File: config.mk
export PLATFORM = sky130hd
export DESIGN_NAME = plti_ctrl
export DESIGN_NICKNAME = d
export VERILOG_FILES = /design/src/rtl/core/plti_pkg.sv /design/src/rtl/core/plti_ctrl.sv
export VERILOG_INCLUDE_DIRS = /design/src /design/src/rtl/core
export SDC_FILE = /design/constraint.sdc
export NUM_CORES = 1
export LEC_CHECK = 0
export ABC_AREA = 1
export BUFFER_PORTS_ARGS = -buffer_cell sky130_fd_sc_hd__clkbuf_2
export CAP_MARGIN = 20
export CELL_PAD_IN_SITES_DETAIL_PLACEMENT = 1
export CELL_PAD_IN_SITES_GLOBAL_PLACEMENT = 1
export CORE_AREA = 2 2 52 42
export DETAILED_ROUTE_END_ITERATION = 7
export DIE_AREA = 0 0 54 44
export GPL_TIMING_DRIVEN = 0
export PLACE_DENSITY = 0.87
export SLEW_MARGIN = 20
export SYNTH_ARGS = -nofsm -noshare
export SYNTH_HDL_FRONTEND = slang
export SYNTH_SLANG_ARGS = --single-unit
File: constraint.sdc
create_clock -name clk -period 2.2 [get_ports clk]
set_clock_uncertainty 0.1 [all_clocks]
set_input_delay 0.44 -clock clk [delete_from_list [all_inputs] [get_ports clk]]
set_output_delay 0.44 -clock clk [all_outputs]
set_load 0.005 [all_outputs]
File: src/rtl/core/piecewise_linear_table_interpolator_macros.svh
// Assertion macros shared by the interpolator's controller and datapath.
// No dependencies; empty bodies when SYNTHESIS is defined.
`ifndef PIECEWISE_LINEAR_TABLE_INTERPOLATOR_MACROS_SVH
`define PIECEWISE_LINEAR_TABLE_INTERPOLATOR_MACROS_SVH

`ifndef SYNTHESIS

// same-cycle implication
`define PLTI_ASSERT_IMP(name, clk_s, rstn_s, ante, cons) \
  name: assert property (@(posedge clk_s) disable iff (!rstn_s) (ante) |-> (cons)) \
    else $error("plti: same-cycle check failed");

// next-cycle implication
`define PLTI_ASSERT_NXT(name, clk_s, rstn_s, ante, cons) \
  name: assert property (@(posedge clk_s) disable iff (!rstn_s) (ante) |=> (cons)) \
    else $error("plti: next-cycle check failed");

`else

`define PLTI_ASSERT_IMP(name, clk_s, rstn_s, ante, cons)
`define PLTI_ASSERT_NXT(name, clk_s, rstn_s, ante, cons)

`endif

`endif

File: src/rtl/core/plti_pkg.sv
// Shared types and constants of the piecewise-linear table interpolator.
// No dependencies; used by the controller, the datapath and the top level.
package plti_pkg;

  // fixed field widths
  localparam int POINT_INDEX_W = 8;
  localparam int PIU_W         = 9;
  localparam int CFG_DATA_W    = 32;
  localparam int CFG_IDX_W     = 1;
  localparam int MUL_CHUNK_W   = 16;

  // configuration register indexes
  localparam logic [CFG_IDX_W-1:0] CFG_POINTS_IN_USE  = 1'b0;
  localparam logic [CFG_IDX_W-1:0] CFG_CONSTANT_VALUE = 1'b1;

  // item actions
  localparam logic ACT_WRITE = 1'b0;
  localparam logic ACT_QUERY = 1'b1;

  typedef enum logic [3:0] {
    S_IDLE,
    S_RD_FIRST,
    S_CHK_FIRST,
    S_RD_LAST,
    S_CHK_LAST,
    S_RD_MID,
    S_CHK_MID,
    S_SETUP,
    S_MUL,
    S_DIV_START,
    S_DIV,
    S_SUM,
    S_DONE
  } state_t;

  typedef enum logic [1:0] {
    ADDR_LO,
    ADDR_HI,
    ADDR_MID
  } addr_sel_t;

  typedef enum logic [1:0] {
    RES_CONST,
    RES_RDATA,
    RES_LOW,
    RES_SUM
  } res_src_t;

  typedef struct packed {
    logic      mem_we;
    logic      load_query;
    logic      rd_en;
    addr_sel_t rd_sel;
    logic      take_first;
    logic      take_last;
    logic      take_mid;
    logic      res_load;
    res_src_t  res_src;
    logic      arith_setup;
    logic      mul_step;
    logic      div_start;
    logic      div_step;
    logic      out_load;
  } cmd_t;

  typedef struct packed {
    logic n_zero;
    logic le_first;
    logic ge_last;
    logic bracket_done;
    logic dx_zero;
    logic step_last;
    logic quot_ovf;
  } sts_t;

endpackage

File: src/rtl/core/plti_ctrl.sv
// Query sequencer of the interpolator: one state machine driving the datapath.
// Depends on plti_pkg and the assertion macro header.
`include "piecewise_linear_table_interpolator_macros.svh"

module plti_ctrl
  import plti_pkg::*;
(
  input  logic clk,
  input  logic rst_n,
  input  logic in_valid,
  input  logic in_action,
  input  logic out_free,
  input  sts_t sts,
  output cmd_t cmd,
  output logic busy
);

  state_t state_r;
  state_t state_nxt;

  always_ff @(posedge clk) begin
    if (!rst_n) begin
      state_r <= S_IDLE;
    end else begin
      state_r <= state_nxt;
    end
  end

  always_comb begin
    state_nxt = state_r;
    unique case (state_r)
      S_IDLE: begin
        if (in_valid && (in_action == ACT_QUERY)) begin
          state_nxt = sts.n_zero ? S_DONE : S_RD_FIRST;
        end
      end
      S_RD_FIRST:  state_nxt = S_CHK_FIRST;
      S_CHK_FIRST: state_nxt = sts.le_first ? S_DONE : S_RD_LAST;
      S_RD_LAST:   state_nxt = S_CHK_LAST;
      S_CHK_LAST:  state_nxt = sts.ge_last ? S_DONE : S_RD_MID;
      S_RD_MID:    state_nxt = sts.bracket_done ? S_SETUP : S_CHK_MID;
      S_CHK_MID:   state_nxt = S_RD_MID;
      S_SETUP:     state_nxt = sts.dx_zero ? S_DONE : S_MUL;
      S_MUL:       state_nxt = sts.step_last ? S_DIV_START : S_MUL;
      S_DIV_START: state_nxt = sts.quot_ovf ? S_SUM : S_DIV;
      S_DIV:       state_nxt = sts.step_last ? S_SUM : S_DIV;
      S_SUM:       state_nxt = S_DONE;
      S_DONE:      state_nxt = out_free ? S_IDLE : S_DONE;
      default:     state_nxt = S_IDLE;
    endcase
  end

  always_comb begin
    cmd         = '0;
    cmd.rd_sel  = ADDR_LO;
    cmd.res_src = RES_CONST;
    busy        = (state_r != S_IDLE);
    unique case (state_r)
      S_IDLE: begin
        if (in_valid) begin
          if (in_action == ACT_WRITE) begin
            cmd.mem_we = 1'b1;
          end else begin
            cmd.load_query = 1'b1;
            if (sts.n_zero) begin
              cmd.res_load = 1'b1;
              cmd.res_src  = RES_CONST;
            end
          end
        end
      end
      S_RD_FIRST: begin
        cmd.rd_en  = 1'b1;
        cmd.rd_sel = ADDR_LO;
      end
      S_CHK_FIRST: begin
        cmd.take_first = 1'b1;
        if (sts.le_first) begin
          cmd.res_load = 1'b1;
          cmd.res_src  = RES_RDATA;
        end
      end
      S_RD_LAST: begin
        cmd.rd_en  = 1'b1;
        cmd.rd_sel = ADDR_HI;
      end
      S_CHK_LAST: begin
        cmd.take_last = 1'b1;
        if (sts.ge_last) begin
          cmd.res_load = 1'b1;
          cmd.res_src  = RES_RDATA;
        end
      end
      S_RD_MID: begin
        if (!sts.bracket_done) begin
          cmd.rd_en  = 1'b1;
          cmd.rd_sel = ADDR_MID;
        end
      end
      S_CHK_MID: cmd.take_mid = 1'b1;
      S_SETUP: begin
        if (sts.dx_zero) begin
          cmd.res_load = 1'b1;
          cmd.res_src  = RES_LOW;
        end else begin
          cmd.arith_setup = 1'b1;
        end
      end
      S_MUL:       cmd.mul_step  = 1'b1;
      S_DIV_START: cmd.div_start = 1'b1;
      S_DIV:       cmd.div_step  = 1'b1;
      S_SUM: begin
        cmd.res_load = 1'b1;
        cmd.res_src  = RES_SUM;
      end
      S_DONE:      cmd.out_load = out_free;
      default: begin
        cmd = '0;
      end
    endcase
  end

  `PLTI_ASSERT_NXT(a_query_starts, clk, rst_n, (state_r == S_IDLE) && in_valid && (in_action == ACT_QUERY) && !sts.n_zero, state_r == S_RD_FIRST)
  `PLTI_ASSERT_NXT(a_div_to_sum, clk, rst_n, (state_r == S_DIV) && sts.step_last, state_r == S_SUM)
  `PLTI_ASSERT_NXT(a_done_holds, clk, rst_n, (state_r == S_DONE) && !out_free, state_r == S_DONE)

endmodule

==> flow_summary.toml, run 1 <==
[layout]
syn2layout_area_growth_pct = 40.93
regMostFlops = "state_r"
diodes = 0
design_area_um2 = 680.7
largest_register_ffs = 4
reg.largest.list = "state_r (4)"
nNetsFinal = 134
drive_gt1_frac = 0.3250

[clocking]
htree_levels = 1
clk_latency_ns = 0.23
post_cts_resized = 0
cts_num_sinks = 4
clockRootBuffer = "clkbuf_4"
ctsHoldBuffers = 0
cts_buffers = 3
cts_tree = "built"
post_cts_buffers = 0
clk_pin_slew_ns = 0.04
cts_buffer_depth = 2

[min_path]
min_path_type = "in2reg"

[synth]
yosys.area.top_type_share = 0.1865
synth.distinct_cells = 16
synth.most_common_cell = "nand2_1"
async_flop_share = 0
ys_seq_area_frac = 0.1658
yosysWarnings = 0
synth_top_area_cell = "nand2_1"
synthCells = 89
syn_nets = 101
netlist_top_cells_area = "nand2_1, dfxtp_1, inv_1, nand3_1, nor2_4"
ys.flop_type = "dfxtp_1"
synth_area_um2 = 483.0
synth_seq_cells = 4
synth_edf_count = 0
netlist_top_cells_count = "nand2_1, inv_1, nand3_1, nor2_1"
syn_avg_cell_area_um2 = 5.427

[route]
drt_iter0_markers = 7
firstDrtPassIters = 4
drc = 0
ant_nets = 0
wl_per_cell_um = 11.42
avgViaCountPerCell = 4.660
num_vias = 671
wl_um = 1644

[power_and_ir_drop]
p_leak_uw = 0.0004431
fin_total_pwr_uw = 857.7
power_density_nw_per_um2 = 1260
peakVddDrop_mv = 0.3928

[grt]
grt_util_all_layers = 0.1524
antenna_found_initial = 0
overflow = 0
grt_max_degree = 10
grt_first_pass_wirelength_um = 2608
grt_pass1_vias = 616

[timing]
worst_pin_slew_ns = 0.2797
finalHoldViolCount = 0
drv_slew = 0
rsz0062_at_grt = "false"
max_freq_mhz = 508.6
slew_headroom = 0.8121
setup_tns_ns = 0
setup_viol = 0
fin_crit_sh = 0.8936
post-route-min-period_ns = 1.966
setup_ws_ns = 0.2340

[floorplanning]
start_util = 0.2553
die-height_um = 44
ios = 29
core_um2 = 1892
rows = 14
die_area_um2 = 2376
die_w_um = 54

[placed_design]
port_buffers = 28
dp_hpwl_um = 1444
placed_area_um2 = 653.1
gp_congestion = 0.7390
place_ws_ns = 0.3631

[setup_path]
crit_fanout = 6
cpPeakStageDelay_ns = 0.46
arrival_ns = 1.43
end_kind = "primary output"
critPathLaunchType = "register"
crit_path_top_delay_cell = "dfxtp_1"
required_ns = 1.66
critical_path_class = "reg2out"
worst-path-buf-inv = 3
cp_common_cell = "inv_1"
critical_path.top_delay_family = "flip-flops"
critical_path.cell_chain = "inv_1, nor2_4, nand3_1, nand2_1, inv_1, nand4_1, clkbuf_2"

[run_status]
outcome = "complete, no violations"

[run]
cap_violations = 0
## layout make-up
| type | instances | area [µm²] |
|---|---|---|
| flip-flops and latches | 4 | 80.08 |
| well taps | 24 | 30.03 |
| inverters | 19 | 71.32 |
| fillers | 282 | 1211 |
| multi-input cells | 66 | 336.6 |
| repair buffers | 28 | 140.1 |
| clock buffers | 3 | 22.52 |
## cell families (layout without fill, tap and decap cells)
logic type      Yosys count  after routing  share of synthesized area
compound gates            8              8                    0.09069
simple gates             58             58                     0.5959
buf+inv                  19             50                     0.1477
flops                     4              4                     0.1658
## worst min-delay path, cell delays in order
cell and delay, ns:
clkbuf_2 0.08, inv_1 0.08, a31oi_1 0.05
## per-stage QoR
stage          hold slack (ns)  cells  utilization
2_1_floorplan           0.4717     89            -
3_3_place_gp            0.5993    141       0.3452
3_5_place_dp            0.6149    141       0.3452
4_1_cts                 0.3645    144       0.3571
5_1_grt                 0.3954    144       0.3598
6_report                0.3741    144       0.3598
## path summary, 6_finish.rpt
check             depth (start not counted)                    start  slack (ns)                       to
setup reg to reg                          6  state_r[3]$_SDFFE_PN0P_        0.83  state_r[2]$_SDFFE_PN0P_
setup / recovery                          7  state_r[2]$_SDFFE_PN0P_        0.23                   cmd[7]
hold / removal                            3                    rst_n        0.37  state_r[1]$_SDFFE_PN0P_
hold reg to reg                           3  state_r[1]$_SDFFE_PN0P_        0.62  state_r[1]$_SDFFE_PN0P_
## routing by layer
layer	global-route usage	vias up	routed length, µm
met5	0	-	0
met4	0.01500	0	0
met3	0.04138	0	113
met2	0.2683	21	795
met1	0.1909	304	735
li1	-	346	-
## placed cells by master, fill, tap and decap left out, drive strengths merged, types with 2 or more instances in the layout
cell	netlist	routed
dfxtp	4	4
nand3b	2	2
nor3	4	4
nand3	10	10
a21oi	4	4
clkbuf	0	31
nor2	16	16
nand2	25	25
o21ai	2	2
inv	19	19
## report_power, final
part / total, µW / switching (µW) / internal [µW] / leakage [µW]
clock: 89.1 / 28.2 / 60.9 / 0.0000138
combinational: 597 / 385 / 212 / 0.000397
sequential: 172 / 65.2 / 106 / 0.0000327
No activity file was read; power rests on OpenSTA's default activity.
==> run 2, diff against run 1 <==
--- a/config.mk
+++ b/config.mk
@@ -15,6 +15,7 @@
 export DETAILED_ROUTE_END_ITERATION = 7
 export DIE_AREA = 0 0 54 44
 export GPL_TIMING_DRIVEN = 0
+export MAX_ROUTING_LAYER = met4
 export PLACE_DENSITY = 0.87
 export SLEW_MARGIN = 20
 export SYNTH_ARGS = -nofsm -noshare
==> flow_summary.toml, run 2 (synthesized netlist as in run 1, its figures left out) <==
[layout]
layout_common_cells = "clkbuf_2, nand2_1, inv_1, nor2_1, nand3_1"
reg.largest.list = "state_r (4)"
largest_register_ffs = 4
nNetsFinal = 134
drive_gt1_frac = 0.3250
nFillCells = 282
layout_commonest_cell = "clkbuf_2"
regMostFlops = "state_r"
syn2layout_area_growth_pct = 40.93
layout.cells.non_filler = 144
diodes = 0

[clocking]
post_cts_buffers = 0
clk_pin_slew_ns = 0.04
htree_levels = 1
clockRootBuffer = "clkbuf_4"
cts_buffer_depth = 2
clk_latency_ns = 0.23
post_cts_resized = 0
cts_num_sinks = 4
ctsHoldBuffers = 0
cts_buffers = 3
cts_tree = "built"

[floorplanning]
core_um2 = 1892
ios = 29
start_util = 0.2553
die_area_um2 = 2376
rows = 14
die_w_um = 54
die-height_um = 44

[setup_path]
end_kind = "primary output"
arrival_ns = 1.43
critical_path.startpoint = "state_r[2]$_SDFFE_PN0P_"
crit_fanout = 6
critPathLaunchType = "register"
critical_path_class = "reg2out"
required_ns = 1.66
r2r_start = "state_r[3]$_SDFFE_PN0P_"

[route]
ant_nets = 0
wl_um = 1637
drt_iter0_markers = 7
num_vias = 670
wl_per_cell_um = 11.37
firstDrtPassIters = 4
avgViaCountPerCell = 4.653
drc = 0

[timing]
worst_pin_slew_ns = 0.2797
fin_crit_sh = 0.8933
setup_tns_ns = 0
slew_headroom = 0.8121
setup_viol = 0
finalHoldViolCount = 0
setup_ws_ns = 0.2347
drv_slew = 0
rsz0062_at_grt = "false"
post-route-min-period_ns = 1.965
max_freq_mhz = 508.8

[placed_design]
port_buffers = 28
gp_congestion = 0.7482
place_ws_ns = 0.3631
dp_hpwl_um = 1444
place_inst = 141

[power_and_ir_drop]
fin_total_pwr_uw = 856.3
peakVddDrop_mv = 0.3928
p_leak_uw = 0.0004431
power_density_nw_per_um2 = 1258

[grt]
grt_pass1_vias = 618
grt_first_pass_wirelength_um = 2594
overflow = 0
grt_util_all_layers = 0.1563
antenna_found_initial = 0
grt_max_degree = 10

[run]
cap_violations = 0

[min_path]
min_path_type = "in2reg"
hp-start = "rst_n"

[run_status]
outcome = "complete, no violations"
[run 2: stage by stage]
stage / util / instance area [µm²] / hold WS [ns]
global placement: 0.3452 / 653.1 / 0.5993
finish: 0.3598 / 680.7 / 0.3741
detailed placement: 0.3452 / 653.1 / 0.6149
floorplan: - / 483.0 / 0.4717
global route: 0.3598 / 680.7 / 0.3954
CTS: 0.3571 / 675.6 / 0.3645
[run 2: cell type report]
cell class / count / area, µm² / area share
inverters: 19 / 71.32 / 0.1048
multi-input cells: 66 / 336.6 / 0.4945
clock buffers: 3 / 22.52 / 0.03309
well taps: 24 / 30.03 / 0.04412
repair buffers: 28 / 140.1 / 0.2059
flip-flops and latches: 4 / 80.08 / 0.1176
[run 2: per-layer routing]
layer / GRT usage / share of wire / routed length, µm / vias to the layer above
li1: - / - / - / 346
met1: 0.1888 / 0.44 / 725 / 303
met2: 0.2683 / 0.49 / 799 / 21
met3: 0.04138 / 0.069 / 113 / 0
met4: 0.01500 / 0 / 0 / 0
met5: - / 0 / 0 / -
[run 2: critical path, stage by stage (launching register included)]
cell and delay [ns]:
dfxtp_1 0.46, inv_1 0.12, nor2_4 0.18, nand3_1 0.09
nand2_1 0.09, inv_1 0.06, nand4_1 0.08, clkbuf_2 0.12
[run 2: final timing paths]
| kind | slack (ns) | end | cells past startpoint |
|---|---|---|---|
| setup / recovery | 0.23 | cmd[7] | 7 |
| hold / removal | 0.37 | state_r[1]$_SDFFE_PN0P_ | 3 |
| setup reg to reg | 0.84 | state_r[2]$_SDFFE_PN0P_ | 6 |
| hold reg to reg | 0.62 | state_r[1]$_SDFFE_PN0P_ | 3 |
[run 2: where the power goes]
group	switching, µW	internal, µW	total, µW	leakage [µW]
logic	384	212	596	0.000397
registers	65.2	106	172	0.0000327
clock network	28.2	60.9	89.1	0.0000138
==> run 3, diff against run 2 <==
--- a/config.mk
+++ b/config.mk
@@ -11,12 +11,13 @@
 export CAP_MARGIN = 20
 export CELL_PAD_IN_SITES_DETAIL_PLACEMENT = 1
 export CELL_PAD_IN_SITES_GLOBAL_PLACEMENT = 1
-export CORE_AREA = 2 2 52 42
+export CORE_AREA = 2 2 44 46
+export CTS_BUF_LIST = sky130_fd_sc_hd__clkbuf_8
 export DETAILED_ROUTE_END_ITERATION = 7
-export DIE_AREA = 0 0 54 44
+export DIE_AREA = 0 0 46 48
 export GPL_TIMING_DRIVEN = 0
 export MAX_ROUTING_LAYER = met4
-export PLACE_DENSITY = 0.87
+export PLACE_DENSITY = 0.92
 export SLEW_MARGIN = 20
 export SYNTH_ARGS = -nofsm -noshare
 export SYNTH_HDL_FRONTEND = slang
==> flow_summary.toml, run 3 (synthesized netlist as in run 1, its figures left out) <==
[run_status]
outcome = "complete, no violations"

[layout]
layout_common_cells = "clkbuf_2, nand2_1, inv_1, nor2_1, nand3_1"
largest_register_ffs = 4
syn2layout_area_growth_pct = 41.97
multi_input_comb_area_um2 = 331.6
nNetsFinal = 134
diodes = 0
layout_commonest_cell = "clkbuf_2"
design_area_um2 = 685.7
regMostFlops = "state_r"
reg.largest.list = "state_r (4)"
drive_gt1_frac = 0.3250
seqCellArea_um2 = 80.08
nFillCells = 247

[grt]
grt_first_pass_wirelength_um = 2684
grt_max_degree = 10
overflow = 0
grt_pass1_vias = 650
antenna_found_initial = 0
grt_util_all_layers = 0.1823

[floorplanning]
rows = 15
die_area_um2 = 2208
die_w_um = 46
start_util = 0.2859
core_um2 = 1689
die-height_um = 48
ios = 29

[setup_path]
end_kind = "primary output"
critPathLaunchType = "register"
cpPeakStageDelay_ns = 0.36
critical_path.cell_chain = "nor2_2, nand2_2, nor3_2, nand2_1, nand4_1, clkbuf_2"
crit_fanout = 9
r2r_start = "state_r[2]$_SDFFE_PN0P_"
required_ns = 1.66
arrival_ns = 1.49
critical_path_class = "reg2out"
crit_path_top_delay_cell = "dfxtp_1"
critical_path.startpoint = "state_r[2]$_SDFFE_PN0P_"

[clocking]
clockRootBuffer = "clkbuf_8"
cts_num_sinks = 4
cts_buffers = 3
ctsHoldBuffers = 0
clk_pin_slew_ns = 0.03
post_cts_resized = 0
cts_tree = "built"
post_cts_buffers = 0
cts_buffer_depth = 2
clk_latency_ns = 0.22
htree_levels = 1

[timing]
slew_headroom = 0.7354
setup_tns_ns = 0
rsz0062_at_grt = "false"
setup_viol = 0
fin_crit_sh = 0.9205
finalHoldViolCount = 0
max_freq_mhz = 493.8
worst_pin_slew_ns = 0.3965
post-route-min-period_ns = 2.025
drv_slew = 0
setup_ws_ns = 0.1749

[route]
firstDrtPassIters = 2
wl_um = 1717
num_vias = 671
avgViaCountPerCell = 4.898
drc = 0
ant_nets = 0
drt_iter0_markers = 6
wl_per_cell_um = 12.53

[power_and_ir_drop]
fin_total_pwr_uw = 920.1
peakVddDrop_mv = 0.5068
p_leak_uw = 0.0004490
power_density_nw_per_um2 = 1342

[min_path]
min_path_type = "in2reg"
hp-start = "rst_n"

[placed_design]
placed_area_um2 = 644.4
port_buffers = 28
gp_congestion = 0.7940
place_ws_ns = 0.4031
dp_hpwl_um = 1357

[run]
cap_violations = 0
==> run 3: cell types whose count changed in the layout (fill, tap and decap cells not counted) <==
cell      delta
nor2_2       +1
clkbuf_8     +3
clkbuf_4     -3
nor2_4       -1
==> run 3: critical path, delay by kind of cell, from the launching register on <==
kind	cells	cell delay [ns]
DFF	1	0.36
and+or+nand+nor	5	0.79
buffers and inverters	1	0.11
==> run 3: path summary, 6_finish.rpt <==
kind,to,slack [ns],depth (start not counted)
worst min-delay path,state_r[1]$_SDFFE_PN0P_,0.38,3
worst min register to register,state_r[1]$_SDFFE_PN0P_,0.68,3
worst max register to register,state_r[0]$_SDFFE_PN0P_,0.83,5
worst max-delay path,cmd[7],0.17,6
==> run 3: cell type report <==
cell class                 instances  share of cell area
multi-input combinational         66              0.4836
clock buffer                       3             0.06022
tap                               17             0.03102
sequential                         4              0.1168
timing repair buffer              28              0.2044
inverter                          19              0.1040
==> run 3: through the flow <==
stage	hold slack [ns]	std cells	util
finish	0.3829	137	0.4059
CTS	0.3900	137	0.4059
global placement	0.5885	134	0.3815
detailed placement	0.5888	134	0.3815
floorplan	0.4717	89	-
global route	0.4186	137	0.4059
==> run 3: power by group <==
group / internal (µW) / leakage, µW / switching, µW
clock network: 117 / 0.0000216 / 37.5
registers: 107 / 0.0000327 / 60.2
logic: 207 / 0.000395 / 392
==> run 3: metal layers <==
| layer | global-route usage | wire [µm] | share of wire |
|---|---|---|---|
| met1 | 0.1973 | 718 | 0.42 |
| met2 | 0.3278 | 895 | 0.52 |
| met3 | 0.04528 | 83 | 0.048 |
| met4 | 0.05143 | 19 | 0.011 |
| met5 | - | 0 | 0 |
